### src/hw/rtl/odo_pkg.sv
package odo_pkg;

    typedef enum logic [3:0] {
        ST_IDLE,
        ST_WL_MUL1,
        ST_WL_MUL2,
        ST_WL_DIV1,
        ST_WL_MUL3,
        ST_WL_DIV2,
        ST_X_MUL,
        ST_Y_MUL,
        ST_H_MUL,
        ST_H_DIV,
        ST_OUT
    } odo_state_t;

    typedef struct packed {
        logic busy;
        logic done;
    } odo_unit_st_t;

    localparam int MUL_A_W = 64;
    localparam int MUL_B_W = 32;
    localparam int MUL_P_W = MUL_A_W + MUL_B_W;
    localparam int DIV_N_W = 64;
    localparam int DIV_D_W = 32;
    localparam int ACC_W   = 48;
    localparam int TRIG_W  = 34;
    localparam int ATAN_N  = 24;

    localparam logic [2:0] CFG_PERIOD   = 3'd0;
    localparam logic [2:0] CFG_DIAMETER = 3'd1;
    localparam logic [2:0] CFG_BASE     = 3'd2;
    localparam logic [2:0] CFG_LREV     = 3'd3;
    localparam logic [2:0] CFG_RREV     = 3'd4;

    localparam logic [19:0] PERIOD_RST   = 20'd50000;
    localparam logic [19:0] DIAMETER_RST = 20'd65000;
    localparam logic [20:0] BASE_RST     = 21'd150000;

    localparam logic [MUL_B_W-1:0] PI_Q20    = 32'd3294199;
    localparam logic [MUL_B_W-1:0] INVPI_Q20 = 32'd333772;
    localparam logic [DIV_D_W-1:0] V_DEN     = 32'd62914560;
    localparam logic [DIV_N_W-1:0] V_HALF    = 64'd31457280;
    localparam logic [DIV_D_W-1:0] D_DEN     = 32'd1000000;
    localparam logic [DIV_N_W-1:0] D_HALF    = 64'd500000;
    localparam logic [MUL_P_W-1:0] RND_Q31   = 96'h4000_0000;
    localparam logic signed [TRIG_W-1:0] GAIN_Q30 = 34'sd652032874;

    function automatic logic [31:0] atan_at(input logic [4:0] idx);
        logic [31:0] r;
        case (idx)
            5'd0:    r = 32'd536870912;
            5'd1:    r = 32'd316933406;
            5'd2:    r = 32'd167458907;
            5'd3:    r = 32'd85004756;
            5'd4:    r = 32'd42667331;
            5'd5:    r = 32'd21354465;
            5'd6:    r = 32'd10679838;
            5'd7:    r = 32'd5340245;
            5'd8:    r = 32'd2670163;
            5'd9:    r = 32'd1335087;
            5'd10:   r = 32'd667544;
            5'd11:   r = 32'd333772;
            5'd12:   r = 32'd166886;
            5'd13:   r = 32'd83443;
            5'd14:   r = 32'd41722;
            5'd15:   r = 32'd20861;
            5'd16:   r = 32'd10430;
            5'd17:   r = 32'd5215;
            5'd18:   r = 32'd2608;
            5'd19:   r = 32'd1304;
            5'd20:   r = 32'd652;
            5'd21:   r = 32'd326;
            5'd22:   r = 32'd163;
            5'd23:   r = 32'd81;
            default: r = 32'd0;
        endcase
        return r;
    endfunction

    function automatic logic [ACC_W-1:0] sat_add(input logic [ACC_W-1:0] a,
                                                 input logic [ACC_W-1:0] d);
        logic [ACC_W:0] s;
        logic [ACC_W-1:0] r;
        s = {a[ACC_W-1], a} + {d[ACC_W-1], d};
        if (s[ACC_W] != s[ACC_W-1])
        begin
            r = s[ACC_W] ? {1'b1, {(ACC_W-1){1'b0}}} : {1'b0, {(ACC_W-1){1'b1}}};
        end
        else
        begin
            r = s[ACC_W-1:0];
        end
        return r;
    endfunction

endpackage

### src/hw/rtl/odo_div.sv
module odo_div import odo_pkg::*;
(
    input  logic               clk,
    input  logic               rst_n,
    input  logic               start,
    input  logic [DIV_N_W-1:0] num,
    input  logic [DIV_D_W-1:0] den,
    output logic [DIV_N_W-1:0] quo,
    output odo_unit_st_t       st
);

    logic [DIV_N_W-1:0] nsh_reg, nsh_next;
    logic [DIV_D_W-1:0] rem_reg, rem_next;
    logic [DIV_D_W-1:0] den_reg, den_next;
    logic [5:0]         cnt_reg, cnt_next;
    logic               busy_reg, busy_next;
    logic               done_reg, done_next;
    logic [DIV_D_W:0]   trial;
    logic [DIV_D_W+1:0] diff;

    // Restoring division, one quotient bit per cycle; the quotient shifts
    // into the numerator register as the numerator shifts out.
    assign trial = {rem_reg, nsh_reg[DIV_N_W-1]};
    assign diff  = {1'b0, trial} - {2'b00, den_reg};

    always_comb
    begin
        nsh_next  = nsh_reg;
        rem_next  = rem_reg;
        den_next  = den_reg;
        cnt_next  = cnt_reg;
        busy_next = busy_reg;
        done_next = 1'b0;
        if (start)
        begin
            nsh_next  = num;
            rem_next  = '0;
            den_next  = den;
            cnt_next  = '0;
            busy_next = 1'b1;
        end
        else if (busy_reg)
        begin
            if (diff[DIV_D_W+1])
            begin
                rem_next = trial[DIV_D_W-1:0];
                nsh_next = {nsh_reg[DIV_N_W-2:0], 1'b0};
            end
            else
            begin
                rem_next = diff[DIV_D_W-1:0];
                nsh_next = {nsh_reg[DIV_N_W-2:0], 1'b1};
            end
            cnt_next = cnt_reg + 6'd1;
            if (cnt_reg == 6'(DIV_N_W - 1))
            begin
                busy_next = 1'b0;
                done_next = 1'b1;
            end
        end
    end

    always_ff @(posedge clk or negedge rst_n)
    begin
        if (!rst_n)
        begin
            busy_reg <= 1'b0;
            done_reg <= 1'b0;
            cnt_reg  <= '0;
        end
        else
        begin
            busy_reg <= busy_next;
            done_reg <= done_next;
            cnt_reg  <= cnt_next;
        end
    end

    always_ff @(posedge clk)
    begin
        nsh_reg <= nsh_next;
        rem_reg <= rem_next;
        den_reg <= den_next;
    end

    assign quo     = nsh_reg;
    assign st.busy = busy_reg;
    assign st.done = done_reg;

endmodule

### config.mk
export PLATFORM = sky130hd
export DESIGN_NAME = odo_div
export DESIGN_NICKNAME = d
export VERILOG_FILES = /design/src/hw/rtl/odo_pkg.sv /design/src/hw/rtl/odo_div.sv
export SDC_FILE = /design/constraint.sdc
export NUM_CORES = 1
export LEC_CHECK = 0
export BUFFER_PORTS_ARGS = -buffer_cell sky130_fd_sc_hd__buf_2
export CORE_MARGIN = 4
export CORE_UTILIZATION = 61
export CTS_BUF_LIST = sky130_fd_sc_hd__clkbuf_4 sky130_fd_sc_hd__clkbuf_8
export DETAILED_ROUTE_END_ITERATION = 12
export PLACE_DENSITY_LB_ADDON = 0.05
export SYNTH_ARGS = -nofsm -noshare
export SYNTH_HDL_FRONTEND = slang
export SYNTH_SLANG_ARGS = --single-unit
export TNS_END_PERCENT = 50
### constraint.sdc
create_clock -name clk -period 9.05 [get_ports clk]
set_clock_uncertainty 0.2 [all_clocks]
set_input_delay 2.2625 -clock clk [delete_from_list [all_inputs] [get_ports clk]]
set_output_delay 2.2625 -clock clk [all_outputs]
set_load 0.02 [all_outputs]
==> metrics.txt <==
Setup violations, final=0; RePlAce Congestion=about 0.91; Clock transition at path regs=70 ps; Starting DRT DRC Count=375; synth top area cells=edfxtp_1, mux2_2, dfxtp_1; hold violation total from the final report=0; clk root buf=clkbuf_8; Gate Count Post-Synth=roughly 660; Num CTS Buffers=17; Setup TNS Final=0 ps; max FFs per register=between 60 and 70; Synth Warn #=0; WP data required=just over 9000 ps; Flop pwr share=0.505; I/O pin count=around 170; unrepaired setup endpoints after global routing=no; MaxCap Viol Count=0; share of the synthesized area in the top cell type=0.389; Post-synth EDFFs=between 90 and 100; CP max FO=72; pwr dens=170 mW/mm2; Critical Path Start Type=input pin; total power=1.47 mW; H-Tree Depth=4; commonest non-fill, non-tap cells in the layout=buf_2, edfxtp_1, mux2_2; synth unique cells=70; Clk network pwr share=0.343; CP Cell Sequence=buf_4 > buf_4 > nor2b_1 > o21ai_0 > o21ai_0; CP max stage delay=around 780 ps; syn avg cell area=~11 um2; Period Utilization, post-route=0.474; initial antenna violation count=0; Overflow after GRT=0; synthesized flop and latch total=around 140; Switch Pwr=~0.4 mW; Rel. slew slack=0.339; final non-filler cell total=between 900 and 1000; DP HPWL=approximately 12000 um; # fillers=approximately 890; nets@finish=947; drt pass-1 iters=5; port bufs=164; fraction of the yosys area taken by sequential cells=0.502; wire length of the first global-routing pass=about 28000 um; Synth Cell Area=around 0.0074 mm2; clock latency on the worst-skew pair=approximately 450 ps; antenna cells=0; critical path type=in -> reg; vias in the first global route=5834; Static Leak=between 3 and 4 nW; Hold Crit Depth=2; Max VDD drop=~0.13 mV; largest net degree at the start of global routing=73; Vias per Instance=approximately 6; most area-hungry cell type in the Yosys netlist=edfxtp_1; FFs w/ async S/R, synth=0.0588; GRT Util Overall=0.247; post-route ant nets=0; sw frac=0.265; hold buffer count at cts=0; Slew Viols, Final=0; routed wire length=17100 um; internal power=1.08 mW; Vert. Die Dim=between 100 and 150 um; outcome=complete, no violations; Placed Instances=~940; Die X=about 120 um; post-layout min period=around 4300 ps; Starting Density=0.620; worst hold path type=reg -> reg; die area=around 0.014 mm2; hold_ws=about 300 ps; Core Region=approximately 0.012 mm2; WP data arrival=approximately 4400 ps; most common cell after layout, fill and taps aside=buf_2; DR vias=5833; top_reg_cell synth=edfxtp_1; clock sink total=136; layout cell share with drive strength beyond 1=0.337; row cnt=40; drt drc=0; Longest Clk Path Bufs=2; Gate power share=0.152; post-CTS setup buffer count=0; Mapped Nets=roughly 800; CTS tree=built; # resized after CTS=0; Final Util=0.724; Setup crit end kind=flop; Crit-path slowest cell=buf_4; Worst Max-Slew Pin Slew=between 900 and 1000 ps; reg2reg path depth=11; area grow syn2layout=16.6%; maximum clock frequency=between 200 and 250 MHz; post-DR wirelength/cell=approximately 18 um
-- per-layer routing --
metal | GRT usage | share of wire | vias to the layer above
li1 | - | - | 2802
met1 | 0.299 | 0.41 | 2782
met2 | 0.419 | 0.49 | 227
met3 | 0.0833 | 0.081 | 22
met4 | 0.0725 | 0.011 | 0
met5 | 0 | 0 | -
-- worst max-delay path, delay by kind of cell --
family | cells | cell delay [ps]
buf+inv | 2 | 1310
compound gates | 2 | 430
simple gates | 1 | 350
-- synthesized netlist by cell type (15+ instances only) --
| master | n |
|---|---|
| nor2_1 | 53 |
| edfxtp_1 | 96 |
| a311oi_1 | 15 |
| dfxtp_1 | 32 |
| nand2_1 | 33 |
| nand3_1 | 21 |
| clkbuf_1 | 20 |
| a21oi_1 | 30 |
| mux2_2 | 64 |
| ha_1 | 33 |
| o21ai_0 | 38 |
| inv_1 | 39 |
-- stage by stage --
step	setup slack, ps	cell area [um2]
floorplan	4420	7420
global placement	4360	8250
detailed placement	4270	8250
CTS	4780	8650
global route	4560	8650
finish	4760	8650
-- logic make-up (layout without fill, tap and decap cells) --
family | after synthesis | in the layout | share of synthesized area
xor gates and xnor gates | 24 | 24 | 0.0283
muxes | 67 | 67 | 0.101
AOI/OAI and AO/OA | 162 | 162 | 0.155
DFF | 136 | 136 | 0.502
buffers and inverters | 77 | 240 | 0.0481
and+or+nand+nor | 164 | 164 | 0.107
adders and majority gates | 34 | 34 | 0.0583
-- path summary, 6_finish.rpt --
check / startpoint / end / slack (ps)
min in group asynchronous: rst_n / cnt_reg[0]$_DFFE_PN0P_ / 1450
setup / recovery: start / rem_reg[27]$_SDFFE_PP0P_ / 4760
hold / removal: rem_reg[13]$_SDFFE_PP0P_ / rem_reg[13]$_SDFFE_PP0P_ / 300
setup reg to reg: den_reg[1]$_DFFE_PP_ / quo[0]$_DFFE_PP_ / 5270
max in group asynchronous: rst_n / cnt_reg[3]$_DFFE_PN0P_ / 7040
hold reg to reg: rem_reg[13]$_SDFFE_PP0P_ / rem_reg[13]$_SDFFE_PP0P_ / 300
-- cell type report --
class                   instances  area (um2)  area share
repair buffers                169         861      0.0995
clock buffers                  21         277      0.0320
clock inverters                11         124      0.0143
multi-input cells             451        3340       0.386
inverters                      39         146      0.0169
well taps                     147         184      0.0213
flip-flops and latches        136        3720       0.430
-- power by group through the flow --
stage                     sequential [mW]  combinational (mW)  clock (mW)
final                               0.742               0.224       0.504
after global placement              0.753               0.217           0
after floorplan                     0.789               0.110           0
after detailed placement            0.753               0.223           0
after CTS                           0.742               0.224       0.513
after global routing                0.747               0.244       0.543
Note: power is estimated with default switching activity, not from simulation.
