**src/hw/rtl/odo_pkg.sv**
```systemverilog
package odo_pkg;

    typedef enum logic [3:0] {
        ST_IDLE,
        ST_WL_MUL1,
        ST_WL_MUL2,
        ST_WL_DIV1,
        ST_WL_MUL3,
        ST_WL_DIV2,
        ST_X_MUL,
        ST_Y_MUL,
        ST_H_MUL,
        ST_H_DIV,
        ST_OUT
    } odo_state_t;

    typedef struct packed {
        logic busy;
        logic done;
    } odo_unit_st_t;

    localparam int MUL_A_W = 64;
    localparam int MUL_B_W = 32;
    localparam int MUL_P_W = MUL_A_W + MUL_B_W;
    localparam int DIV_N_W = 64;
    localparam int DIV_D_W = 32;
    localparam int ACC_W   = 48;
    localparam int TRIG_W  = 34;
    localparam int ATAN_N  = 24;

    localparam logic [2:0] CFG_PERIOD   = 3'd0;
    localparam logic [2:0] CFG_DIAMETER = 3'd1;
    localparam logic [2:0] CFG_BASE     = 3'd2;
    localparam logic [2:0] CFG_LREV     = 3'd3;
    localparam logic [2:0] CFG_RREV     = 3'd4;

    localparam logic [19:0] PERIOD_RST   = 20'd50000;
    localparam logic [19:0] DIAMETER_RST = 20'd65000;
    localparam logic [20:0] BASE_RST     = 21'd150000;

    localparam logic [MUL_B_W-1:0] PI_Q20    = 32'd3294199;
    localparam logic [MUL_B_W-1:0] INVPI_Q20 = 32'd333772;
    localparam logic [DIV_D_W-1:0] V_DEN     = 32'd62914560;
    localparam logic [DIV_N_W-1:0] V_HALF    = 64'd31457280;
    localparam logic [DIV_D_W-1:0] D_DEN     = 32'd1000000;
    localparam logic [DIV_N_W-1:0] D_HALF    = 64'd500000;
    localparam logic [MUL_P_W-1:0] RND_Q31   = 96'h4000_0000;
    localparam logic signed [TRIG_W-1:0] GAIN_Q30 = 34'sd652032874;

    function automatic logic [31:0] atan_at(input logic [4:0] idx);
        logic [31:0] r;
        case (idx)
            5'd0:    r = 32'd536870912;
            5'd1:    r = 32'd316933406;
            5'd2:    r = 32'd167458907;
            5'd3:    r = 32'd85004756;
            5'd4:    r = 32'd42667331;
            5'd5:    r = 32'd21354465;
            5'd6:    r = 32'd10679838;
            5'd7:    r = 32'd5340245;
            5'd8:    r = 32'd2670163;
            5'd9:    r = 32'd1335087;
            5'd10:   r = 32'd667544;
            5'd11:   r = 32'd333772;
            5'd12:   r = 32'd166886;
            5'd13:   r = 32'd83443;
            5'd14:   r = 32'd41722;
            5'd15:   r = 32'd20861;
            5'd16:   r = 32'd10430;
            5'd17:   r = 32'd5215;
            5'd18:   r = 32'd2608;
            5'd19:   r = 32'd1304;
            5'd20:   r = 32'd652;
            5'd21:   r = 32'd326;
            5'd22:   r = 32'd163;
            5'd23:   r = 32'd81;
            default: r = 32'd0;
        endcase
        return r;
    endfunction

    function automatic logic [ACC_W-1:0] sat_add(input logic [ACC_W-1:0] a,
                                                 input logic [ACC_W-1:0] d);
        logic [ACC_W:0] s;
        logic [ACC_W-1:0] r;
        s = {a[ACC_W-1], a} + {d[ACC_W-1], d};
        if (s[ACC_W] != s[ACC_W-1])
        begin
            r = s[ACC_W] ? {1'b1, {(ACC_W-1){1'b0}}} : {1'b0, {(ACC_W-1){1'b1}}};
        end
        else
        begin
            r = s[ACC_W-1:0];
        end
        return r;
    endfunction

endpackage

```
**src/hw/rtl/odo_mul.sv**
```systemverilog
module odo_mul import odo_pkg::*;
(
    input  logic               clk,
    input  logic               rst_n,
    input  logic               start,
    input  logic [MUL_A_W-1:0] a,
    input  logic [MUL_B_W-1:0] b,
    output logic [MUL_P_W-1:0] p,
    output odo_unit_st_t       st
);

    logic [MUL_P_W-1:0] acc_reg, acc_next;
    logic [MUL_P_W-1:0] ash_reg, ash_next;
    logic [MUL_B_W-1:0] bsh_reg, bsh_next;
    logic [4:0]         cnt_reg, cnt_next;
    logic               busy_reg, busy_next;
    logic               done_reg, done_next;

    // One bit of the multiplier operand is consumed per cycle.
    always_comb
    begin
        acc_next  = acc_reg;
        ash_next  = ash_reg;
        bsh_next  = bsh_reg;
        cnt_next  = cnt_reg;
        busy_next = busy_reg;
        done_next = 1'b0;
        if (start)
        begin
            acc_next  = '0;
            ash_next  = {{MUL_B_W{1'b0}}, a};
            bsh_next  = b;
            cnt_next  = '0;
            busy_next = 1'b1;
        end
        else if (busy_reg)
        begin
            acc_next = acc_reg + (bsh_reg[0] ? ash_reg : '0);
            ash_next = {ash_reg[MUL_P_W-2:0], 1'b0};
            bsh_next = {1'b0, bsh_reg[MUL_B_W-1:1]};
            cnt_next = cnt_reg + 5'd1;
            if (cnt_reg == 5'(MUL_B_W - 1))
            begin
                busy_next = 1'b0;
                done_next = 1'b1;
            end
        end
    end

    always_ff @(posedge clk or negedge rst_n)
    begin
        if (!rst_n)
        begin
            busy_reg <= 1'b0;
            done_reg <= 1'b0;
            cnt_reg  <= '0;
        end
        else
        begin
            busy_reg <= busy_next;
            done_reg <= done_next;
            cnt_reg  <= cnt_next;
        end
    end

    always_ff @(posedge clk)
    begin
        acc_reg <= acc_next;
        ash_reg <= ash_next;
        bsh_reg <= bsh_next;
    end

    assign p       = acc_reg;
    assign st.busy = busy_reg;
    assign st.done = done_reg;

endmodule

```
**config.mk**
```make
export PLATFORM = sky130hd
export DESIGN_NAME = odo_mul
export DESIGN_NICKNAME = d
export VERILOG_FILES = /design/src/hw/rtl/odo_pkg.sv /design/src/hw/rtl/odo_mul.sv
export SDC_FILE = /design/constraint.sdc
export NUM_CORES = 1
export LEC_CHECK = 0
export BUFFER_PORTS_ARGS = -buffer_cell sky130_fd_sc_hd__buf_2
export CORE_MARGIN = 2
export CORE_UTILIZATION = 55
export CTS_BUF_LIST = sky130_fd_sc_hd__clkbuf_4
export CTS_CLUSTER_DIAMETER = 30
export DETAILED_ROUTE_END_ITERATION = 10
export GPL_TIMING_DRIVEN = 0
export PLACE_DENSITY = 0.75
export SETUP_SLACK_MARGIN = 0.3
export SYNTH_ARGS = -nofsm -noshare
export SYNTH_HDL_FRONTEND = slang
export SYNTH_SLANG_ARGS = --single-unit
```
**constraint.sdc**
```tcl
create_clock -name clk -period 8.7 [get_ports clk]
set_input_delay 0.435 -clock clk [delete_from_list [all_inputs] [get_ports clk]]
set_output_delay 0.435 -clock clk [all_outputs]
set_load 0.05 [all_outputs]
```
==> results.toml <==
[detailed_routing]
num_vias = 13326
drt-total-wl_microns = 42900
vias_per_cell = 5.70
drc = 0
drt-pass1-iter-count = 5
antenna_left = 0
drtIter0Drc = 1035
wl_per_cell_microns = 18.3

[run]
maxCapViolCount = 0

[timing]
clock_skew_ns = 0.0876
setup_tns_ns = 0
rsz0062_at_grt = "no"
hold_viol_final = 0
setup_slack_ns = 2.74
maxSlewHeadroom = 0.161
setup_viol = 0
finalCritPeriodShare = 0.685
worstMarginPinSlew_ns = 1.23
hold_ws_ns = 0.0138
finalMaxSlewViolations = 0
period_minus_slack_ns = 5.96
fmax_mhz = 168

[cells_and_area]
drive_above_1_share = 0.213
syn2layout_area_growth_pct = 18.7
nets = 2138
fin_util = 0.661
fillCellCount = 2218

[worst_setup_path]
cp_num_buf_inv = 3
startpoint = "bsh_reg[0]"
crit_cells = 16
r2r_end = "p[95]"
r2r_slack_ns = 2.74
reg2reg_depth = 16
path_class = "register to register"
cp_max_fo = 10
crit_path_max_incr_delay_ns = 1.00
critical_path.slowest_cell = "a2111oi_0"
endpoint_kind = "register"
r2r_start = "bsh_reg[0]"
cpMostUsedCell = "a21oi_1"
endpoint = "p[95]"
critPathTopFamily = "compound AO/OA/AOI/OAI gates"
cp-start-kind = "register"
cp_data_arrival_time_ns = 6.51
crit_required_ns = 9.25
worstPathCellList = "clkbuf_1, clkbuf_1, and2_1, ha_1, clkbuf_1, a21oi_1, o21ai_0, a21oi_1, a211o_1, o221ai_1, a2111oi_0, o41ai_2, a21oi_1, mux2i_1, a21oi_1, mux2_2"

[floorplanning]
chipWidth_microns = 169
die_h_microns = 169
core.rowCount = 60
initial_core_util = 0.557
core_area_sq_um = 26800
io_pins = 197
die_area_sq_um = 28500

[cts]
clk_path_buf_depth = 3
tritoncts = "yes"
post_cts_buffers = 0
clkLatencyLatePin_ns = 0.74
path_clk_slew_ns = 0.06
cts-buffers-inserted = 69
clock_sinks = 231
cts_resized = 0
root_buffer = "clkbuf_4"
htreeDepth = 3

[min_path]
worstHoldPathCells = 2
min-delay-start = "a[9]"
min_path_type = "input port to register"

[logic_synthesis]
synth_top_area_frac = 0.193
syn_nets = 1827
syn-cell-area_sq_um = 14900
yosys-top-cells-count = "158 x nor2_1, 143 x nand2_1, 130 x a21oi_1"
yosys-top-cells-area = "edfxtp_1 19%, dfxtp_1 17%, ha_1 8.1%, mux2_2 7.2%, mux2i_1 5.4%"
ys.flop_type = "dfxtp_1"
yosysWarningCount = 0
postSynth.asyncResetShare = 0.0303
synth_most_common_cell = "nor2_1"
avgSynthCellArea_sq_um = 9.15
synth_area_leader_cell = "edfxtp_1"
synthCells = 1630
synth.distinct_cells = 66
synth_edf_count = 96
synth_seq_cells = 231
synth-seq-area-share = 0.377

[global_route]
grt_max_degree = 64
grt-ovfl-total = 0
grt_pass1_wl_microns = 67700
antenna_found_initial = 2
grt_usage = 0.297
grt_pass1_vias = 13167

[place]
hpwlAfterDp_microns = 31400
routabilityCongestion = 0.934
dp_slack_ns = 2.97
portBuffers = 196

[power]
leakage_nw = 8.31
p_per_area_nw_per_um2 = 227
power_mw = 4.02
peakVddDrop_mv = 0.204

[outcome]
status = "finished clean"
-- how the worst min path moves through the flow --
| stage | slack (ns) | to |
|---|---|---|
| after floorplan | 0.14 | busy_reg |
| after global placement | 0.27 | cnt_reg[0] |
| after detailed placement | 0.28 | cnt_reg[0] |
| after CTS | 0.0003 | ash_reg[21] |
| after global routing | -0.001 | ash_reg[9] |
| final | 0.01 | ash_reg[9] |
-- worst reg2reg max path: cells and delay by family (launching register included) --
kind | cells | cell delay (ns)
flip-flops | 1 | 0.54
adder cells (fa/ha/maj) | 1 | 0.24
AO/OA/AOI/OAI | 9 | 2.90
multiplexers | 2 | 0.47
buffers and inverters | 3 | 1.39
AND/OR/NAND/NOR | 1 | 0.28
-- report_power, final --
group          internal, mW  switching (mW)
Combinational         0.491            1.02
Clock                 0.582           0.523
Sequential             1.28           0.121
-- per-layer routing --
layer  global-route usage  vias up  share of wire
li1                     -     6570              -
met1                0.388     6178           0.44
met2                0.486      482           0.46
met3               0.0624       96          0.075
met4                0.109        0          0.030
met5                    0        -              0
-- timing repair --
item | CTS | global route
setup endpoints to repair | 0 | 0
hold buffers | 41 | 2
hold endpoints to repair | 47 | 2
-- stage by stage --
step           instances  area, sq um
3_5_place_dp        2168        16400
4_1_cts             2335        17700
3_3_place_gp        2167        16300
6_report            2339        17700
5_1_grt             2339        17700
2_1_floorplan       1630        14900
-- cell type report --
| cell class | instances | area, sq um | share of cell area |
|---|---|---|---|
| multi-input combinational | 1281 | 8840 | 0.499 |
| sequential | 231 | 5620 | 0.317 |
| clock inverter | 23 | 150 | 0.00847 |
| buffer | 90 | 353 | 0.0199 |
| antenna | 2 | 5.00 | 0.000282 |
| tap | 341 | 427 | 0.0241 |
| clock buffer | 103 | 773 | 0.0436 |
| inverter | 28 | 108 | 0.00607 |
| timing repair buffer | 240 | 1440 | 0.0812 |
-- placed cells by master (no fill, tap or decap), types with 97 or more instances in the layout --
cell type	instances
buf_2	202
nor2_1	158
nand2_1	143
a21oi_1	130
dfxtp_1	128
o21ai_0	107
and2_1	103
clkbuf_4	103
ha_1	97
-- logic make-up (layout without fill, tap and decap cells) --
group                      Yosys count  after routing  share of synthesized area
other                                0              2                          0
DFF                                231            231                      0.377
muxes                              176            176                      0.126
and+or+nand+nor                    510            510                      0.162
adders and majority gates           98             98                     0.0827
AOI/OAI and AO/OA                  404            404                      0.167
xor gates and xnor gates            93             93                     0.0546
buffers and inverters              118            484                     0.0307
No activity file was read; power rests on OpenSTA's default activity.
