File: src/hw/rtl/odo_pkg.sv
package odo_pkg;

    typedef enum logic [3:0] {
        ST_IDLE,
        ST_WL_MUL1,
        ST_WL_MUL2,
        ST_WL_DIV1,
        ST_WL_MUL3,
        ST_WL_DIV2,
        ST_X_MUL,
        ST_Y_MUL,
        ST_H_MUL,
        ST_H_DIV,
        ST_OUT
    } odo_state_t;

    typedef struct packed {
        logic busy;
        logic done;
    } odo_unit_st_t;

    localparam int MUL_A_W = 64;
    localparam int MUL_B_W = 32;
    localparam int MUL_P_W = MUL_A_W + MUL_B_W;
    localparam int DIV_N_W = 64;
    localparam int DIV_D_W = 32;
    localparam int ACC_W   = 48;
    localparam int TRIG_W  = 34;
    localparam int ATAN_N  = 24;

    localparam logic [2:0] CFG_PERIOD   = 3'd0;
    localparam logic [2:0] CFG_DIAMETER = 3'd1;
    localparam logic [2:0] CFG_BASE     = 3'd2;
    localparam logic [2:0] CFG_LREV     = 3'd3;
    localparam logic [2:0] CFG_RREV     = 3'd4;

    localparam logic [19:0] PERIOD_RST   = 20'd50000;
    localparam logic [19:0] DIAMETER_RST = 20'd65000;
    localparam logic [20:0] BASE_RST     = 21'd150000;

    localparam logic [MUL_B_W-1:0] PI_Q20    = 32'd3294199;
    localparam logic [MUL_B_W-1:0] INVPI_Q20 = 32'd333772;
    localparam logic [DIV_D_W-1:0] V_DEN     = 32'd62914560;
    localparam logic [DIV_N_W-1:0] V_HALF    = 64'd31457280;
    localparam logic [DIV_D_W-1:0] D_DEN     = 32'd1000000;
    localparam logic [DIV_N_W-1:0] D_HALF    = 64'd500000;
    localparam logic [MUL_P_W-1:0] RND_Q31   = 96'h4000_0000;
    localparam logic signed [TRIG_W-1:0] GAIN_Q30 = 34'sd652032874;

    function automatic logic [31:0] atan_at(input logic [4:0] idx);
        logic [31:0] r;
        case (idx)
            5'd0:    r = 32'd536870912;
            5'd1:    r = 32'd316933406;
            5'd2:    r = 32'd167458907;
            5'd3:    r = 32'd85004756;
            5'd4:    r = 32'd42667331;
            5'd5:    r = 32'd21354465;
            5'd6:    r = 32'd10679838;
            5'd7:    r = 32'd5340245;
            5'd8:    r = 32'd2670163;
            5'd9:    r = 32'd1335087;
            5'd10:   r = 32'd667544;
            5'd11:   r = 32'd333772;
            5'd12:   r = 32'd166886;
            5'd13:   r = 32'd83443;
            5'd14:   r = 32'd41722;
            5'd15:   r = 32'd20861;
            5'd16:   r = 32'd10430;
            5'd17:   r = 32'd5215;
            5'd18:   r = 32'd2608;
            5'd19:   r = 32'd1304;
            5'd20:   r = 32'd652;
            5'd21:   r = 32'd326;
            5'd22:   r = 32'd163;
            5'd23:   r = 32'd81;
            default: r = 32'd0;
        endcase
        return r;
    endfunction

    function automatic logic [ACC_W-1:0] sat_add(input logic [ACC_W-1:0] a,
                                                 input logic [ACC_W-1:0] d);
        logic [ACC_W:0] s;
        logic [ACC_W-1:0] r;
        s = {a[ACC_W-1], a} + {d[ACC_W-1], d};
        if (s[ACC_W] != s[ACC_W-1])
        begin
            r = s[ACC_W] ? {1'b1, {(ACC_W-1){1'b0}}} : {1'b0, {(ACC_W-1){1'b1}}};
        end
        else
        begin
            r = s[ACC_W-1:0];
        end
        return r;
    endfunction

endpackage

File: src/hw/rtl/odo_cordic.sv
module odo_cordic import odo_pkg::*;
#(
    parameter int ANGLE_BITS = 16,
    parameter int TRIG_STEPS = 16
)
(
    input  logic                     clk,
    input  logic                     rst_n,
    input  logic                     start,
    input  logic [31:0]              angle,
    output logic                     valid,
    output logic signed [TRIG_W-1:0] cos_q30,
    output logic signed [TRIG_W-1:0] sin_q30
);

    localparam int NSTEPS = (TRIG_STEPS < ATAN_N) ? TRIG_STEPS : ATAN_N;
    localparam logic [31:0] ANG_MASK = {{ANGLE_BITS{1'b1}}, {(32 - ANGLE_BITS){1'b0}}};

    logic signed [TRIG_W-1:0] x_reg, x_next;
    logic signed [TRIG_W-1:0] y_reg, y_next;
    logic signed [TRIG_W-1:0] z_reg, z_next;
    logic signed [TRIG_W-1:0] c_reg, c_next;
    logic signed [TRIG_W-1:0] s_reg, s_next;
    logic                     flip_reg, flip_next;
    logic [4:0]               cnt_reg, cnt_next;
    logic                     busy_reg, busy_next;
    logic                     valid_reg, valid_next;
    logic [31:0]              u_cut;
    logic [31:0]              u_rot;
    logic                     flip;
    logic signed [TRIG_W-1:0] xs;
    logic signed [TRIG_W-1:0] ys;
    logic signed [TRIG_W-1:0] at;

    // Angles in the left half plane are turned by pi and the results negated.
    assign u_cut = angle & ANG_MASK;
    assign flip  = u_cut[31] ^ u_cut[30];
    assign u_rot = flip ? (u_cut + 32'h8000_0000) : u_cut;
    assign xs    = x_reg >>> cnt_reg;
    assign ys    = y_reg >>> cnt_reg;
    assign at    = $signed({2'b00, atan_at(cnt_reg)});

    always_comb
    begin
        x_next     = x_reg;
        y_next     = y_reg;
        z_next     = z_reg;
        c_next     = c_reg;
        s_next     = s_reg;
        flip_next  = flip_reg;
        cnt_next   = cnt_reg;
        busy_next  = busy_reg;
        valid_next = valid_reg;
        if (start)
        begin
            x_next     = GAIN_Q30;
            y_next     = '0;
            z_next     = $signed({{(TRIG_W - 32){u_rot[31]}}, u_rot});
            flip_next  = flip;
            cnt_next   = '0;
            busy_next  = 1'b1;
            valid_next = 1'b0;
        end
        else if (busy_reg)
        begin
            if (!z_reg[TRIG_W-1])
            begin
                x_next = x_reg - ys;
                y_next = y_reg + xs;
                z_next = z_reg - at;
            end
            else
            begin
                x_next = x_reg + ys;
                y_next = y_reg - xs;
                z_next = z_reg + at;
            end
            cnt_next = cnt_reg + 5'd1;
            if (cnt_reg == 5'(NSTEPS - 1))
            begin
                busy_next  = 1'b0;
                valid_next = 1'b1;
                c_next     = flip_reg ? -x_next : x_next;
                s_next     = flip_reg ? -y_next : y_next;
            end
        end
    end

    always_ff @(posedge clk or negedge rst_n)
    begin
        if (!rst_n)
        begin
            busy_reg  <= 1'b0;
            valid_reg <= 1'b0;
            cnt_reg   <= '0;
        end
        else
        begin
            busy_reg  <= busy_next;
            valid_reg <= valid_next;
            cnt_reg   <= cnt_next;
        end
    end

    always_ff @(posedge clk)
    begin
        x_reg    <= x_next;
        y_reg    <= y_next;
        z_reg    <= z_next;
        c_reg    <= c_next;
        s_reg    <= s_next;
        flip_reg <= flip_next;
    end

    assign valid   = valid_reg;
    assign cos_q30 = c_reg;
    assign sin_q30 = s_reg;

endmodule

File: config.mk
export PLATFORM = sky130hd
export DESIGN_NAME = odo_cordic
export DESIGN_NICKNAME = d
export VERILOG_FILES = /design/src/hw/rtl/odo_pkg.sv /design/src/hw/rtl/odo_cordic.sv
export SDC_FILE = /design/constraint.sdc
export NUM_CORES = 1
export LEC_CHECK = 0
export ABC_AREA = 0
export BUFFER_PORTS_ARGS = -buffer_cell sky130_fd_sc_hd__buf_2
export CORE_ASPECT_RATIO = 1.25
export CORE_UTILIZATION = 48
export DETAILED_ROUTE_END_ITERATION = 8
export GPL_TIMING_DRIVEN = 0
export PLACE_DENSITY_LB_ADDON = 0.05
export RECOVER_POWER = 25
export SLEW_MARGIN = 10
export SYNTH_ARGS = -nofsm -noshare
export SYNTH_HDL_FRONTEND = slang
export SYNTH_SLANG_ARGS = --single-unit
File: constraint.sdc
create_clock -name clk -period 13.4 [get_ports clk]
set_clock_uncertainty 0.15 [all_clocks]
set_input_delay 2.01 -clock clk [delete_from_list [all_inputs] [get_ports clk]]
set_output_delay 2.01 -clock clk [all_outputs]
set_load 0.02 [all_outputs]
==> impl_metrics.tcl <==
set metrics [dict create \
    grt_use_met1_pct 50.3 \
    synth_edf_count 103 \
    cts_resized 0 \
    cp_cell_sequence "clkbuf_1 > clkbuf_1 > clkbuf_1 > buf_1 > clkbuf_1 > o21ai_0 > o21ai_0 > nand2_1 > or2_2 > nor4_1 > or2_2 > buf_2 > xor2_1 > ha_1 > a21oi_1 > o21ai_0 > a21o_1 > o41ai_1 > a21oi_1 > a2111oi_0 > o21ai_0 > a31oi_1 > xor2_1 > o21ai_0" \
    synth_commonest_cells "nor2_1 (244), nand2_1 (219), a21oi_1 (172)" \
    crit_type "flip-flop to flip-flop" \
    n_antenna_cell 0 \
    grt_max_degree 60 \
    syn-num-nets 2450 \
    cts_hold_buf 0 \
    synth_compound_area_share_pct 20.9 \
    vias 19756 \
    dp.cells 2937 \
    slowest_delay_ns 1.04 \
    finalCritPeriodShare_pct 74.8 \
    met3_usage_pct 8.52 \
    core-area_um2 40200 \
    use_met2_pct 62.7 \
    synthTopCellsByArea "edfxtp_1 (16%), mux4_2 (9.2%), ha_1 (7.1%)" \
    grt_pass1_vias 19234 \
    grt_overflow 0 \
    vias_per_cell 6.65 \
    ys_seq_area_share_pct 23.6 \
    wl_per_cell_um 28.4 \
    setup.worst_path.start "cnt_reg[4]" \
    hold_violations 0 \
    synth_mux_area_share_pct 15.8 \
    finish.utilization_pct 53.1 \
    insertion_delay_ns 0.49 \
    synth_largest_area_cell "edfxtp_1" \
    portBuffers 87 \
    clockBufferDepth 2 \
    cts_tree "yes" \
    fill_cells 3873 \
    drv_slew 34 \
    hold_start "y_reg[0]" \
    violations "capacitance limit, slew limit" \
    htreeDepth 4 \
    hold_path.class "flip-flop to flip-flop" \
    cts_root_buffer "clkbuf_16" \
    die_w_um 183 \
    antenna_found_initial 1 \
    yosys.area_share.simple_pct 18.0 \
    syn_to_final_growth_pct 8.60 \
    worst_slew_pin_slew_ns 1.98 \
    rrSetupSlack_ns 3.38 \
    relSlewSlack_pct -31.9 \
    cp.arrival_ns 10.09 \
    synthArstFlopShare_pct 3.93 \
    path_buf_inv 6 \
    clock-sinks 178 \
    final_layout_size_suffix_gt1_share_pct 9.49 \
    cts_setup_buffers 0 \
    drv_cap 1 \
    syn_avg_cell_area_um2 8.54 \
    rsz0062_at_grt "no" \
    die_y_um 228 \
    grt_pass1_wl_um 124000 \
    end_kind "flip-flop" \
    ys_ff_latch 178 \
    top_usage_layer "met2" \
    cts_buffers 17 \
    synth_fa_ha_area_share_pct 7.43 \
    regToRegStartpoint "cnt_reg[4]" \
    netlist_area_um2 19600 \
    synth_top_family_by_area "compound AO/OA/AOI/OAI gates" \
    drtIter0Drc 2009 \
    startpoint_type "flip-flop" \
    gp_congestion 1.06 \
    yosysMostFrequentCell "nor2_1" \
    die-area_um2 41700 \
    yosysWarnings 0 \
    register_area_um2 4630 \
    setup_violations 0 \
    fin_cells 2969 \
    ys.flop_type "edfxtp_1" \
    cp_top_family "compound AO/OA/AOI/OAI gates" \
    synth_xor_area_share_pct 10.6 \
    min_period_ns 10.02 \
    ys_types 102 \
    wirelength_um 84400 \
    core.rowCount 82 \
    multiInputGateArea_um2 14300 \
    max_freq_mhz 99.8 \
    setup_tns_ns 0 \
    post-route-drc-count 0 \
    clkTransAtPathRegs_ns 0.07 \
    cp_common_cell "o21ai_0" \
    track_usage_pct 40.7 \
    yosysTopAreaCellShare_pct 15.7 \
    start_util_pct 48.8 \
    slowest_stage "nor4_1" \
    outcome "finished, violations left" \
    ant_nets 0 \
    dp_hpwl_um 65300 \
    nets 2559 \
    cp_max_fo 10 \
    required_ns 13.47 \
    dr.pass1.iters 5 \
    syn_inst 2301 \
    ios 104 \
]
-- placed cells by master (no fill, tap or decap), types with 26 or more instances in the layout --
| master | synthesis | layout |
|---|---|---|
| nor2_1 | 244 | 243 |
| nand2_1 | 219 | 219 |
| a21oi_1 | 172 | 172 |
| xnor2_1 | 158 | 158 |
| clkbuf_1 | 83 | 154 |
| o21ai_0 | 143 | 143 |
| ha_1 | 111 | 111 |
| edfxtp_1 | 103 | 103 |
| mux2i_1 | 102 | 102 |
| mux4_2 | 80 | 80 |
| xor2_1 | 80 | 80 |
| dfxtp_1 | 68 | 68 |
| a21o_1 | 54 | 54 |
| inv_1 | 46 | 46 |
| nand3_1 | 46 | 46 |
| nor3_1 | 38 | 38 |
| buf_2 | 16 | 33 |
| a31oi_1 | 30 | 30 |
| a211oi_1 | 30 | 30 |
| and2_1 | 27 | 27 |
| o21a_1 | 26 | 26 |
| o31ai_1 | 26 | 26 |
-- worst min-delay path, cell delays in order (launching register included) --
cell and delay [ns]:
dfxtp_1 0.33, nor2_1 0.08, a211oi_1 0.04
-- area by class of cell --
class	count	share of cell area (%)
Inverter	52	0.915
Clock buffer	17	1.99
Buffer	129	2.48
Timing Repair Buffer	90	1.84
Clock inverter	15	0.839
Sequential cell	178	21.7
Multi-Input combinational cell	1942	67.0
Tap cell	546	3.20
-- kinds of logic after synthesis --
| kind of cell | count (synthesis) |
|---|---|
| simple gates | 745 |
| xor+xnor | 238 |
| mux | 207 |
| fa+ha+maj | 115 |
| flops | 178 |
| compound gates | 637 |
| buf+inv | 181 |
-- worst paths after layout --
path,cells past startpoint,end
max,24,z_reg[32]
max in group asynchronous,1,busy_reg
max reg2reg,24,z_reg[32]
min in group asynchronous,1,cnt_reg[0]
min reg2reg,2,y_reg[0]
min,2,y_reg[0]
-- through the flow --
stage / hold WS, ns / setup WS (ns) / area, um^2
finish: 0.345 / 3.38 / 21300
detailed placement: 0.319 / 3.89 / 20800
floorplan: 0.316 / 6.50 / 19600
global route: 0.383 / 3.39 / 21300
global placement: 0.334 / 3.91 / 20800
CTS: 0.345 / 3.91 / 21400
-- metal layers --
| layer | vias to the layer above | wire length, um | share of wire [%] |
|---|---|---|---|
| met2 | 1056 | 37600 | 45 |
| li1 | 8785 | - | - |
| met4 | 2 | 6680 | 7.9 |
| met1 | 9662 | 33000 | 39 |
| met3 | 251 | 7090 | 8.4 |
| met5 | - | 9 | 0.011 |
Power is left out: the tool's default activity adds up to more than one toggle a clock period on the data nets, which glitch-free logic cannot reach.
